File: src/rtl/core/traffic_light_sequencer_core_defines.svh
// Assertion macros used by the traffic light sequencer core RTL.
`ifndef TRAFFIC_LIGHT_SEQUENCER_CORE_DEFINES_SVH
`define TRAFFIC_LIGHT_SEQUENCER_CORE_DEFINES_SVH

`ifndef SYNTHESIS
`define TLS_ASSERT_IMP(label, clk, rst_n, ante, cons) \
    label: assert property (@(posedge clk) disable iff (!rst_n) (ante) |-> (cons)) \
        else $error("same-cycle check failed");
`define TLS_ASSERT_NEXT(label, clk, rst_n, ante, cons) \
    label: assert property (@(posedge clk) disable iff (!rst_n) (ante) |=> (cons)) \
        else $error("next-cycle check failed");
`else
`define TLS_ASSERT_IMP(label, clk, rst_n, ante, cons)
`define TLS_ASSERT_NEXT(label, clk, rst_n, ante, cons)
`endif

`endif

File: src/rtl/core/tls_pkg.sv
`default_nettype none
package tls_pkg;

    typedef enum logic [1:0] {
        MODE_NORMAL    = 2'd0,
        MODE_EMERGENCY = 2'd1,
        MODE_CAUTION   = 2'd2,
        MODE_BLINK     = 2'd3
    } t_mode;

    typedef enum logic [2:0] {
        PH_RED     = 3'd0,
        PH_YELLOW  = 3'd1,
        PH_GREEN   = 3'd2,
        PH_FLASH   = 3'd3,
        PH_HOLD    = 3'd4,
        PH_YELLOW2 = 3'd5
    } t_phase;

    typedef enum logic [2:0] {
        CFG_RED_TICKS    = 3'd0,
        CFG_YELLOW_TICKS = 3'd1,
        CFG_GREEN_TICKS  = 3'd2,
        CFG_FLASH_HALF   = 3'd3,
        CFG_FLASH_COUNT  = 3'd4,
        CFG_HOLD_TICKS   = 3'd5,
        CFG_BLINK_TICKS  = 3'd6
    } t_cfg_addr;

    localparam logic [15:0] RST_RED_TICKS    = 16'd2000;
    localparam logic [15:0] RST_YELLOW_TICKS = 16'd500;
    localparam logic [15:0] RST_GREEN_TICKS  = 16'd2000;
    localparam logic [15:0] RST_FLASH_HALF   = 16'd250;
    localparam logic [3:0]  RST_FLASH_COUNT  = 4'd3;
    localparam logic [15:0] RST_HOLD_TICKS   = 16'd1000;
    localparam logic [15:0] RST_BLINK_TICKS  = 16'd300;

    typedef struct packed {
        logic [15:0] red_ticks;
        logic [15:0] yellow_ticks;
        logic [15:0] green_ticks;
        logic [15:0] flash_half_ticks;
        logic [3:0]  flash_count;
        logic [15:0] green_hold_ticks;
        logic [15:0] blink_ticks;
    } t_cfg;

    typedef struct packed {
        logic       emergency_switch;
        logic       caution_switch;
        logic       blink_switch;
        logic [9:0] pot_sample;
    } t_in_item;

    typedef struct packed {
        logic [7:0] red_level;
        logic [7:0] yellow_level;
        logic [7:0] green_level;
        t_mode      active_mode;
        t_phase     cycle_phase;
    } t_result;

endpackage
`default_nettype wire

File: src/rtl/core/tls_ifs.sv
`default_nettype none
interface tls_in_if;
    logic       valid;
    logic       ready;
    logic       emergency_switch;
    logic       caution_switch;
    logic       blink_switch;
    logic [9:0] pot_sample;

    modport source (
        output valid, emergency_switch, caution_switch, blink_switch, pot_sample,
        input  ready
    );
    modport sink (
        input  valid, emergency_switch, caution_switch, blink_switch, pot_sample,
        output ready
    );
endinterface

interface tls_out_if;
    logic       valid;
    logic       ready;
    logic [7:0] red_level;
    logic [7:0] yellow_level;
    logic [7:0] green_level;
    logic [1:0] active_mode;
    logic [2:0] cycle_phase;

    modport source (
        output valid, red_level, yellow_level, green_level, active_mode, cycle_phase,
        input  ready
    );
    modport sink (
        input  valid, red_level, yellow_level, green_level, active_mode, cycle_phase,
        output ready
    );
endinterface

interface tls_cfg_if;
    logic        valid;
    logic        ready;
    logic [2:0]  addr;
    logic [15:0] data;

    modport source (
        output valid, addr, data,
        input  ready
    );
    modport sink (
        input  valid, addr, data,
        output ready
    );
endinterface
`default_nettype wire

File: src/rtl/core/traffic_light_sequencer_core.sv
// Channel   Direction  Word
// i_in      in         emergency_switch, caution_switch, blink_switch, pot_sample
// o_out     out        red/yellow/green_level, active_mode, cycle_phase
// i_cfg     in         addr (register index), data
//
// Each word is registered on input and evaluated against the sequencer state when it
// advances; the result is then captured in the output register. A new word is
// accepted every cycle while the output register drains. A stalled output holds both
// registers; with stage 1 full, i_in.ready then drops until o_out.ready returns.
// Reset clears the handshake and the sequencer state and loads the configuration defaults.
`default_nettype none
`include "traffic_light_sequencer_core_defines.svh"
module traffic_light_sequencer_core
    import tls_pkg::*;
(
    input  wire logic i_clk,
    input  wire logic i_rst_n,
    tls_in_if.sink    i_in,
    tls_out_if.source o_out,
    tls_cfg_if.sink   i_cfg
);

    logic     r_s1_valid;
    t_in_item r_s1_item;
    logic     r_out_valid;
    t_result  r_out;
    logic     s1_adv;
    t_cfg     cfg;
    t_result  seq_result;

    tls_cfg_regs u_cfg (
        .i_clk   (i_clk),
        .i_rst_n (i_rst_n),
        .i_cfg   (i_cfg),
        .o_cfg   (cfg)
    );

    tls_seq u_seq (
        .i_clk    (i_clk),
        .i_rst_n  (i_rst_n),
        .i_cfg    (cfg),
        .i_step   (s1_adv),
        .i_item   (r_s1_item),
        .o_result (seq_result)
    );

    assign s1_adv     = r_s1_valid && (!r_out_valid || o_out.ready);
    assign i_in.ready = !r_s1_valid || s1_adv;

    always_ff @(posedge i_clk) begin
        if (!i_rst_n) begin
            r_s1_valid  <= 1'b0;
            r_out_valid <= 1'b0;
        end else begin
            if (i_in.ready) begin
                r_s1_valid <= i_in.valid;
            end
            if (s1_adv) begin
                r_out_valid <= 1'b1;
            end else if (o_out.ready) begin
                r_out_valid <= 1'b0;
            end
        end
    end

    always_ff @(posedge i_clk) begin
        if (i_in.valid && i_in.ready) begin
            r_s1_item.emergency_switch <= i_in.emergency_switch;
            r_s1_item.caution_switch   <= i_in.caution_switch;
            r_s1_item.blink_switch     <= i_in.blink_switch;
            r_s1_item.pot_sample       <= i_in.pot_sample;
        end
        if (s1_adv) begin
            r_out <= seq_result;
        end
    end

    assign o_out.valid        = r_out_valid;
    assign o_out.red_level    = r_out.red_level;
    assign o_out.yellow_level = r_out.yellow_level;
    assign o_out.green_level  = r_out.green_level;
    assign o_out.active_mode  = r_out.active_mode;
    assign o_out.cycle_phase  = r_out.cycle_phase;

    `TLS_ASSERT_NEXT(a_adv_fills_out, i_clk, i_rst_n, s1_adv, r_out_valid)
    `TLS_ASSERT_IMP(a_phase_only_normal, i_clk, i_rst_n, o_out.valid && (o_out.active_mode != MODE_NORMAL), o_out.cycle_phase == PH_RED)
    `TLS_ASSERT_IMP(a_caution_dark, i_clk, i_rst_n, o_out.valid && (o_out.active_mode == MODE_CAUTION), (o_out.red_level == 8'd0) && (o_out.yellow_level == 8'd0) && (o_out.green_level == 8'd0))

endmodule
`default_nettype wire

File: src/rtl/core/tls_cfg_regs.sv
`default_nettype none
module tls_cfg_regs
    import tls_pkg::*;
(
    input  wire logic  i_clk,
    input  wire logic  i_rst_n,
    tls_cfg_if.sink    i_cfg,
    output t_cfg       o_cfg
);

    t_cfg r_cfg;

    assign i_cfg.ready = 1'b1;
    assign o_cfg       = r_cfg;

    always_ff @(posedge i_clk) begin
        if (!i_rst_n) begin
            r_cfg.red_ticks        <= RST_RED_TICKS;
            r_cfg.yellow_ticks     <= RST_YELLOW_TICKS;
            r_cfg.green_ticks      <= RST_GREEN_TICKS;
            r_cfg.flash_half_ticks <= RST_FLASH_HALF;
            r_cfg.flash_count      <= RST_FLASH_COUNT;
            r_cfg.green_hold_ticks <= RST_HOLD_TICKS;
            r_cfg.blink_ticks      <= RST_BLINK_TICKS;
        end else if (i_cfg.valid) begin
            unique case (t_cfg_addr'(i_cfg.addr))
                CFG_RED_TICKS:    r_cfg.red_ticks        <= i_cfg.data;
                CFG_YELLOW_TICKS: r_cfg.yellow_ticks     <= i_cfg.data;
                CFG_GREEN_TICKS:  r_cfg.green_ticks      <= i_cfg.data;
                CFG_FLASH_HALF:   r_cfg.flash_half_ticks <= i_cfg.data;
                CFG_FLASH_COUNT:  r_cfg.flash_count      <= i_cfg.data[3:0];
                CFG_HOLD_TICKS:   r_cfg.green_hold_ticks <= i_cfg.data;
                CFG_BLINK_TICKS:  r_cfg.blink_ticks      <= i_cfg.data;
                default: begin
                end
            endcase
        end
    end

endmodule
`default_nettype wire

File: src/rtl/core/tls_seq.sv
`default_nettype none
module tls_seq
    import tls_pkg::*;
(
    input  wire logic     i_clk,
    input  wire logic     i_rst_n,
    input  wire t_cfg     i_cfg,
    input  wire logic     i_step,
    input  wire t_in_item i_item,
    output t_result       o_result
);

    t_phase      r_phase, n_phase;
    logic [15:0] r_timer, n_timer;
    logic [4:0]  r_flash_cnt, n_flash_cnt;
    logic [15:0] r_blink_elapsed, n_blink_elapsed;
    logic        r_blink_level, n_blink_level;

    logic [7:0]  q0;
    logic [9:0]  lhs;
    logic [9:0]  rhs;
    logic [7:0]  bright;
    logic [15:0] elapsed_inc;
    logic        toggle;
    t_mode       mode;
    logic [15:0] len;
    logic [16:0] timer_inc;
    logic        phase_done;
    logic [4:0]  flash_inc;
    logic [3:0]  pairs;
    logic [4:0]  flash_limit;
    logic [7:0]  lvl_r, lvl_y, lvl_g;
    t_phase      shown;

    // Level is sample*255/1023: sample/4, less one when 255*(sample mod 4) < 3*(sample/4).
    assign q0     = i_item.pot_sample[9:2];
    assign lhs    = {i_item.pot_sample[1:0], 8'd0} - {8'd0, i_item.pot_sample[1:0]};
    assign rhs    = {2'd0, q0} + {1'b0, q0, 1'b0};
    assign bright = q0 - {7'd0, (lhs < rhs)};

    assign elapsed_inc = (r_blink_elapsed != 16'hFFFF) ? r_blink_elapsed + 16'd1
                                                      : r_blink_elapsed;
    assign toggle      = (elapsed_inc >= i_cfg.blink_ticks);

    always_comb begin
        priority if (i_item.emergency_switch) begin
            mode = MODE_EMERGENCY;
        end else if (i_item.caution_switch) begin
            mode = MODE_CAUTION;
        end else if (i_item.blink_switch) begin
            mode = MODE_BLINK;
        end else begin
            mode = MODE_NORMAL;
        end
    end

    always_comb begin
        unique case (r_phase)
            PH_YELLOW, PH_YELLOW2: len = i_cfg.yellow_ticks;
            PH_GREEN:              len = i_cfg.green_ticks;
            PH_FLASH:              len = i_cfg.flash_half_ticks;
            PH_HOLD:               len = i_cfg.green_hold_ticks;
            default:               len = i_cfg.red_ticks;
        endcase
    end

    assign timer_inc   = {1'b0, r_timer} + 17'd1;
    assign phase_done  = !(timer_inc < {1'b0, len});
    assign flash_inc   = r_flash_cnt + 5'd1;
    assign pairs       = (i_cfg.flash_count == 4'd0) ? 4'd1 : i_cfg.flash_count;
    assign flash_limit = {pairs, 1'b0};

    always_comb begin
        n_phase         = r_phase;
        n_timer         = r_timer;
        n_flash_cnt     = r_flash_cnt;
        n_blink_elapsed = elapsed_inc;
        n_blink_level   = r_blink_level;
        lvl_r           = 8'd0;
        lvl_y           = 8'd0;
        lvl_g           = 8'd0;
        shown           = PH_RED;

        unique case (mode)
            MODE_EMERGENCY: lvl_r = bright;
            MODE_CAUTION: begin
            end
            MODE_BLINK: begin
                if (toggle) begin
                    n_blink_level   = !r_blink_level;
                    n_blink_elapsed = 16'd0;
                end
                lvl_r = {8{n_blink_level}};
                lvl_y = {8{n_blink_level}};
                lvl_g = {8{n_blink_level}};
            end
            default: begin
            end
        endcase

        if (mode != MODE_NORMAL) begin
            n_phase     = PH_RED;
            n_timer     = 16'd0;
            n_flash_cnt = 5'd0;
        end else begin
            unique case (r_phase)
                PH_YELLOW, PH_YELLOW2: begin
                    shown = r_phase;
                    lvl_y = bright;
                end
                PH_GREEN, PH_HOLD: begin
                    shown = r_phase;
                    lvl_g = bright;
                end
                PH_FLASH: begin
                    shown = r_phase;
                    lvl_g = r_flash_cnt[0] ? bright : 8'd0;
                end
                default: lvl_r = bright;
            endcase

            if (!phase_done) begin
                n_timer = timer_inc[15:0];
            end else begin
                n_timer = 16'd0;
                unique case (r_phase)
                    PH_FLASH: begin
                        if (flash_inc >= flash_limit) begin
                            n_flash_cnt = 5'd0;
                            n_phase     = PH_HOLD;
                        end else begin
                            n_flash_cnt = flash_inc;
                        end
                    end
                    PH_YELLOW: begin
                        n_phase     = PH_GREEN;
                        n_flash_cnt = 5'd0;
                    end
                    PH_GREEN: begin
                        n_phase     = PH_FLASH;
                        n_flash_cnt = 5'd0;
                    end
                    PH_HOLD: begin
                        n_phase     = PH_YELLOW2;
                        n_flash_cnt = 5'd0;
                    end
                    PH_YELLOW2: n_phase = PH_RED;
                    default:    n_phase = PH_YELLOW;
                endcase
            end
        end
    end

    assign o_result.red_level    = lvl_r;
    assign o_result.yellow_level = lvl_y;
    assign o_result.green_level  = lvl_g;
    assign o_result.active_mode  = mode;
    assign o_result.cycle_phase  = shown;

    always_ff @(posedge i_clk) begin
        if (!i_rst_n) begin
            r_phase         <= PH_RED;
            r_timer         <= 16'd0;
            r_flash_cnt     <= 5'd0;
            r_blink_elapsed <= 16'd0;
            r_blink_level   <= 1'b0;
        end else if (i_step) begin
            r_phase         <= n_phase;
            r_timer         <= n_timer;
            r_flash_cnt     <= n_flash_cnt;
            r_blink_elapsed <= n_blink_elapsed;
            r_blink_level   <= n_blink_level;
        end
    end

endmodule
`default_nettype wire
File: src/flat_wrapper.sv
// flat-port wrapper written by rule: the top's interface ports become plain ports
module traffic_light_sequencer_core_flat import tls_pkg::*;
  (i_clk, i_rst_n, i_in_valid, i_in_emergency_switch, i_in_caution_switch, i_in_blink_switch, i_in_pot_sample, i_in_ready, o_out_valid, o_out_red_level, o_out_yellow_level, o_out_green_level, o_out_active_mode, o_out_cycle_phase, o_out_ready, i_cfg_valid, i_cfg_addr, i_cfg_data, i_cfg_ready);
  tls_in_if i_in_i ();
  tls_out_if o_out_i ();
  tls_cfg_if i_cfg_i ();
  input  wire logic i_clk;
  input  wire logic i_rst_n;
  input wire logic [$bits(i_in_i.valid)-1:0] i_in_valid;
  input wire logic [$bits(i_in_i.emergency_switch)-1:0] i_in_emergency_switch;
  input wire logic [$bits(i_in_i.caution_switch)-1:0] i_in_caution_switch;
  input wire logic [$bits(i_in_i.blink_switch)-1:0] i_in_blink_switch;
  input wire logic [$bits(i_in_i.pot_sample)-1:0] i_in_pot_sample;
  output wire logic [$bits(i_in_i.ready)-1:0] i_in_ready;
  output wire logic [$bits(o_out_i.valid)-1:0] o_out_valid;
  output wire logic [$bits(o_out_i.red_level)-1:0] o_out_red_level;
  output wire logic [$bits(o_out_i.yellow_level)-1:0] o_out_yellow_level;
  output wire logic [$bits(o_out_i.green_level)-1:0] o_out_green_level;
  output wire logic [$bits(o_out_i.active_mode)-1:0] o_out_active_mode;
  output wire logic [$bits(o_out_i.cycle_phase)-1:0] o_out_cycle_phase;
  input wire logic [$bits(o_out_i.ready)-1:0] o_out_ready;
  input wire logic [$bits(i_cfg_i.valid)-1:0] i_cfg_valid;
  input wire logic [$bits(i_cfg_i.addr)-1:0] i_cfg_addr;
  input wire logic [$bits(i_cfg_i.data)-1:0] i_cfg_data;
  output wire logic [$bits(i_cfg_i.ready)-1:0] i_cfg_ready;
  assign i_in_i.valid = i_in_valid;
  assign i_in_i.emergency_switch = i_in_emergency_switch;
  assign i_in_i.caution_switch = i_in_caution_switch;
  assign i_in_i.blink_switch = i_in_blink_switch;
  assign i_in_i.pot_sample = i_in_pot_sample;
  assign i_in_ready = i_in_i.ready;
  assign o_out_valid = o_out_i.valid;
  assign o_out_red_level = o_out_i.red_level;
  assign o_out_yellow_level = o_out_i.yellow_level;
  assign o_out_green_level = o_out_i.green_level;
  assign o_out_active_mode = o_out_i.active_mode;
  assign o_out_cycle_phase = o_out_i.cycle_phase;
  assign o_out_i.ready = o_out_ready;
  assign i_cfg_i.valid = i_cfg_valid;
  assign i_cfg_i.addr = i_cfg_addr;
  assign i_cfg_i.data = i_cfg_data;
  assign i_cfg_ready = i_cfg_i.ready;
  traffic_light_sequencer_core u_core (.i_clk(i_clk), .i_rst_n(i_rst_n), .i_in(i_in_i), .o_out(o_out_i), .i_cfg(i_cfg_i));
endmodule
File: config.mk
export PLATFORM = sky130hd
export DESIGN_NAME = traffic_light_sequencer_core_flat
export DESIGN_NICKNAME = d
export VERILOG_FILES = /design/src/rtl/core/tls_pkg.sv /design/src/rtl/core/tls_ifs.sv /design/src/rtl/core/traffic_light_sequencer_core.sv /design/src/rtl/core/tls_cfg_regs.sv /design/src/rtl/core/tls_seq.sv /design/src/flat_wrapper.sv
export VERILOG_INCLUDE_DIRS = /design/src /design/src/rtl/core
export SDC_FILE = /design/constraint.sdc
export NUM_CORES = 1
export LEC_CHECK = 0
export CAP_MARGIN = 20
export CORE_UTILIZATION = 60
export DETAILED_ROUTE_END_ITERATION = 7
export DONT_BUFFER_PORTS = 1
export PLACE_DENSITY_LB_ADDON = 0.08
export SETUP_SLACK_MARGIN = 0.5
export SYNTH_ARGS = -nofsm -noshare
export SYNTH_HDL_FRONTEND = slang
export SYNTH_SLANG_ARGS = --single-unit
File: constraint.sdc
create_clock -name i_clk -period 4.75 [get_ports i_clk]
set_input_delay 0 -clock i_clk [delete_from_list [all_inputs] [get_ports i_clk]]
set_output_delay 0 -clock i_clk [all_outputs]
set_load 0.005 [all_outputs]
==> metrics.txt <==
# TYPE chip_impl_metric gauge
chip_impl_metric{name="nets_final",unit=""} 1326
chip_impl_metric{name="tritoncts.num_buffers",unit=""} 17
chip_impl_metric{name="drt-initial-drc-count",unit=""} 716
chip_impl_info{name="grt_setup_unrepaired",value="false"} 1
chip_impl_metric{name="initial_core_util",unit=""} 0.615
chip_impl_metric{name="postSynthCellCount",unit=""} 1200
chip_impl_metric{name="routed-via-count",unit=""} 8365
chip_impl_metric{name="setup_tns",unit="ns"} 0
chip_impl_metric{name="route.met3.wl",unit="mm"} 1.50
chip_impl_metric{name="clk_pin_slew",unit="ns"} 0.07
chip_impl_metric{name="drt_wl_total",unit="mm"} 24.2
chip_impl_metric{name="largest_net_degree_at_the_start_of_global_routing",unit=""} 56
chip_impl_metric{name="drt-met1-wl",unit="mm"} 10.8
chip_impl_metric{name="async_flop_share",unit=""} 0
chip_impl_metric{name="synth.yosys.seq_area_share",unit=""} 0.420
chip_impl_metric{name="share_of_post_route_cells_with_drive_strength_above_1",unit=""} 0.0592
chip_impl_info{name="final_common_cell",value="sky130_fd_sc_hd__nand2_1"} 1
chip_impl_metric{name="max-vdd-ir-drop",unit="mV"} 0.329
chip_impl_metric{name="comb_power_share",unit=""} 0.090
chip_impl_info{name="yosys-top-cells-area",value="sky130_fd_sc_hd__dfxtp_1, sky130_fd_sc_hd__edfxtp_1, sky130_fd_sc_hd__nand2_1"} 1
chip_impl_metric{name="die_w",unit="um"} 130
chip_impl_metric{name="core-area",unit="um^2"} 15900
chip_impl_metric{name="gpl.final_weighted_congestion",unit=""} 0.829
chip_impl_metric{name="cts.sink_count",unit=""} 185
chip_impl_metric{name="leakage_power",unit="nW"} 4.28
chip_impl_metric{name="critical_path.max_fanout",unit=""} 11
chip_impl_metric{name="p_sw",unit="W"} 0.000890
chip_impl_metric{name="synth_warnings",unit=""} 0
chip_impl_metric{name="final_global_route_overflow_total",unit=""} 0
chip_impl_metric{name="syn_area_per_cell",unit="um^2"} 8.17
chip_impl_metric{name="yosys.area.top_type_share",unit=""} 0.292
chip_impl_metric{name="wl_met2",unit="mm"} 11.6
chip_impl_metric{name="detail_route.wl_per_cell",unit="um"} 16.7
chip_impl_metric{name="grt_antenna_before_repair",unit=""} 0
chip_impl_metric{name="share_seq_of_total_power",unit=""} 0.496
chip_impl_metric{name="drcViolationCount",unit=""} 0
chip_impl_metric{name="synth_enable_flop_cells",unit=""} 42
chip_impl_info{name="end_kind",value="register"} 1
chip_impl_metric{name="htreeDepth",unit=""} 4
chip_impl_info{name="holdCritPathClass",value="input port to register"} 1
chip_impl_info{name="synthFlopType",value="sky130_fd_sc_hd__dfxtp_1"} 1
chip_impl_metric{name="antennaDiodeCount",unit=""} 0
chip_impl_metric{name="viasPerCell",unit=""} 5.77
chip_impl_metric{name="max_cap_viol_count",unit=""} 0
chip_impl_metric{name="power",unit="W"} 0.00338
chip_impl_metric{name="hold_viol_final",unit=""} 0
chip_impl_metric{name="stdcell_area",unit="um^2"} 11100
chip_impl_info{name="top_layer",value="met4"} 1
chip_impl_metric{name="clock_path_buffers",unit=""} 2
chip_impl_metric{name="timing.final.crit_period",unit="ns"} 3.98
chip_impl_metric{name="post-route-period-util",unit=""} 0.837
chip_impl_metric{name="synth_fp_nets",unit=""} 1306
chip_impl_metric{name="critPathRequiredTime",unit="ns"} 5.12
chip_impl_metric{name="synth.lib_cells_used.distinct",unit=""} 61
chip_impl_info{name="run_status",value="finished clean"} 1
chip_impl_metric{name="final_antenna_net_count",unit=""} 0
chip_impl_metric{name="die_area",unit="um^2"} 16900
chip_impl_metric{name="power_switching_share",unit=""} 0.263
chip_impl_metric{name="global_route_wire_length_before_repair",unit="mm"} 39.4
chip_impl_metric{name="report.final.slew_viol_count",unit=""} 0
chip_impl_metric{name="cellInternalPower",unit="W"} 0.00250
chip_impl_metric{name="num_rows",unit=""} 46
chip_impl_info{name="worstSetupPathType",value="register to register"} 1
chip_impl_metric{name="worst_max_slew_margin_expressed_relative_to_the_limit",unit=""} 0.413
chip_impl_metric{name="worst_slew_pin_slew",unit="ns"} 0.878
chip_impl_metric{name="insertion_delay",unit="ns"} 0.44
chip_impl_metric{name="detailed_place.area",unit="um^2"} 9960
chip_impl_info{name="tritoncts",value="yes"} 1
chip_impl_metric{name="total_grt_usage",unit=""} 0.301
chip_impl_info{name="startpoint_type",value="register"} 1
chip_impl_metric{name="chipHeight",unit="um"} 130
chip_impl_metric{name="setup-violations-final",unit=""} 0
chip_impl_metric{name="fill_cells",unit=""} 1329
chip_impl_metric{name="worst-endpoint-arrival",unit="ns"} 4.35
chip_impl_metric{name="portBuffers",unit=""} 0
chip_impl_metric{name="dr.pass1.iters",unit=""} 5
chip_impl_metric{name="clock.fmax",unit="MHz"} 252
chip_impl_info{name="netlist.top_cell.by_area",value="sky130_fd_sc_hd__dfxtp_1"} 1
chip_impl_metric{name="hpwlAfterDp",unit="mm"} 15.6
chip_impl_metric{name="syn2layout_area_growth",unit="%"} 12.7
chip_impl_info{name="final_cell_mix",value="sky130_fd_sc_hd__nand2_1, sky130_fd_sc_hd__a21oi_1, sky130_fd_sc_hd__dfxtp_1"} 1
chip_impl_metric{name="fin_skew",unit="ns"} 0.0112
chip_impl_metric{name="synth.ff_latch_count",unit=""} 185
chip_impl_metric{name="number_of_global_route_vias_before_repair",unit=""} 7718
chip_impl_metric{name="syn_area",unit="um^2"} 9810
chip_impl_metric{name="pin_count",unit=""} 69
chip_impl_metric{name="pwr_cell_area",unit="nW/um^2"} 306
chip_impl_info{name="clk_root_buffer_cell",value="sky130_fd_sc_hd__clkbuf_16"} 1
chip_impl_metric{name="clkPwrFrac",unit=""} 0.414
==> synthesized netlist by cell type, types with 7 or more instances <==
cell and n:
sky130_fd_sc_hd__dfxtp_1 143, sky130_fd_sc_hd__nand2_1 276, sky130_fd_sc_hd__xnor2_1 28, sky130_fd_sc_hd__ha_1 68, sky130_fd_sc_hd__nor2_1 58, sky130_fd_sc_hd__inv_1 53, sky130_fd_sc_hd__o211ai_1 7, sky130_fd_sc_hd__clkbuf_1 48
sky130_fd_sc_hd__and3_1 13, sky130_fd_sc_hd__xor2_1 7, sky130_fd_sc_hd__nor4_1 10, sky130_fd_sc_hd__mux2i_1 39, sky130_fd_sc_hd__nand3_1 69, sky130_fd_sc_hd__edfxtp_1 42, sky130_fd_sc_hd__buf_1 7, sky130_fd_sc_hd__nor3_1 10
sky130_fd_sc_hd__a21o_1 8, sky130_fd_sc_hd__a31oi_1 10, sky130_fd_sc_hd__nand4_1 11, sky130_fd_sc_hd__nand2b_1 13, sky130_fd_sc_hd__a21oi_1 143, sky130_fd_sc_hd__o21ai_0 65
==> worst paths after layout <==
path                                   startpoint                               end  slack [ns]  cells after the start
setup / recovery  u_core.u_seq.r_blink_elapsed[0]   u_core.u_seq.r_blink_elapsed[7]        0.77                     15
hold / removal                            i_rst_n  u_core.u_seq.r_blink_elapsed[15]        0.05                      2
setup reg to reg  u_core.u_seq.r_blink_elapsed[0]   u_core.u_seq.r_blink_elapsed[7]        0.77                     15
hold reg to reg            u_core.u_cfg.o_cfg[52]            u_core.u_cfg.o_cfg[52]        0.45                      2
==> cell families (layout without fill, tap and decap cells) <==
kind of cell    after synthesis  count (layout)  share of synthesized area
compound gates              270             270                      0.155
xor+xnor                     35              35                     0.0313
fa+ha+maj                    69              69                     0.0888
simple gates                483             483                      0.215
mux                          41              41                     0.0421
buf+inv                     116             149                     0.0469
flops                       185             185                      0.420
other cells                   1               1                   0.000382
==> power by group through the flow <==
| stage | combinational (W) | clock [W] | sequential, W |
|---|---|---|---|
| final | 0.000304 | 0.00140 | 0.00168 |
| after global placement | 0.000237 | 0 | 0.00171 |
| after detailed placement | 0.000246 | 0 | 0.00172 |
| after CTS | 0.000298 | 0.00142 | 0.00168 |
| after floorplan | 0.000198 | 0 | 0.00171 |
| after global routing | 0.000341 | 0.00149 | 0.00168 |
==> repair_timing <==
item | 4_1_cts | 5_1_grt
endpoints found under the hold margin | 136 | 0
gates resized for setup | 2 | 7
endpoints found under the setup margin | 28 | 44
setup buffers | 0 | 2
pin swaps | 0 | 2
hold buffers | 42 | 0
==> layout make-up <==
type | instances | area (um^2) | area share
tap | 216 | 270 | 0.0244
multi-input combinational | 899 | 5260 | 0.476
sequential | 185 | 4130 | 0.373
timing repair buffer | 62 | 612 | 0.0553
clock inverter | 14 | 128 | 0.0115
inverter | 55 | 206 | 0.0187
clock buffer | 18 | 450 | 0.0407
==> sequential cells by signal, indices dropped and copies added, names as in the netlist <==
register	count
u_core.o_out.active_mode	2
u_core.o_out.cycle_phase	3
u_core.o_out.green_level	8
u_core.o_out.red_level	8
u_core.o_out.valid	1
u_core.o_out.yellow_level	8
u_core.r_s1_item	13
u_core.r_s1_valid	1
u_core.u_cfg.o_cfg	100
u_core.u_seq.r_blink_elapsed	16
u_core.u_seq.r_blink_level	1
u_core.u_seq.r_flash_cnt	5
u_core.u_seq.r_phase	3
u_core.u_seq.r_timer	16
==> metal layers <==
layer | GRT usage | vias to the layer above
met5 | 0 | -
met4 | 0.0780 | 0
met3 | 0.0582 | 30
met2 | 0.503 | 287
met1 | 0.399 | 3849
li1 | - | 4199
==> through the flow <==
stage	hold WS [ns]	util	instances	worst slack (ns)
floorplan	0.0989	-	1200	1.18
global placement	0.0808	0.624	1370	0.597
detailed placement	0.0904	0.625	1371	0.394
CTS	0.0367	0.689	1445	0.560
global route	0.0671	0.694	1449	0.501
finish	0.0482	0.694	1449	0.775
==> worst max-delay path, stage by stage, from the launching register on <==
cell	delay, ns
sky130_fd_sc_hd__dfxtp_1	0.43
sky130_fd_sc_hd__ha_1	0.27
sky130_fd_sc_hd__inv_1	0.08
sky130_fd_sc_hd__nor4_2	0.47
sky130_fd_sc_hd__nand2_2	0.26
sky130_fd_sc_hd__nand4_1	0.21
sky130_fd_sc_hd__xnor2_1	0.16
sky130_fd_sc_hd__ha_1	0.26
sky130_fd_sc_hd__and3_1	0.16
sky130_fd_sc_hd__a221o_1	0.28
sky130_fd_sc_hd__nand2_1	0.06
sky130_fd_sc_hd__o211ai_1	0.08
sky130_fd_sc_hd__buf_4	0.17
sky130_fd_sc_hd__a211oi_2	0.63
sky130_fd_sc_hd__a41oi_1	0.22
sky130_fd_sc_hd__a21oi_1	0.14
(Power assumes the default switching activity.)
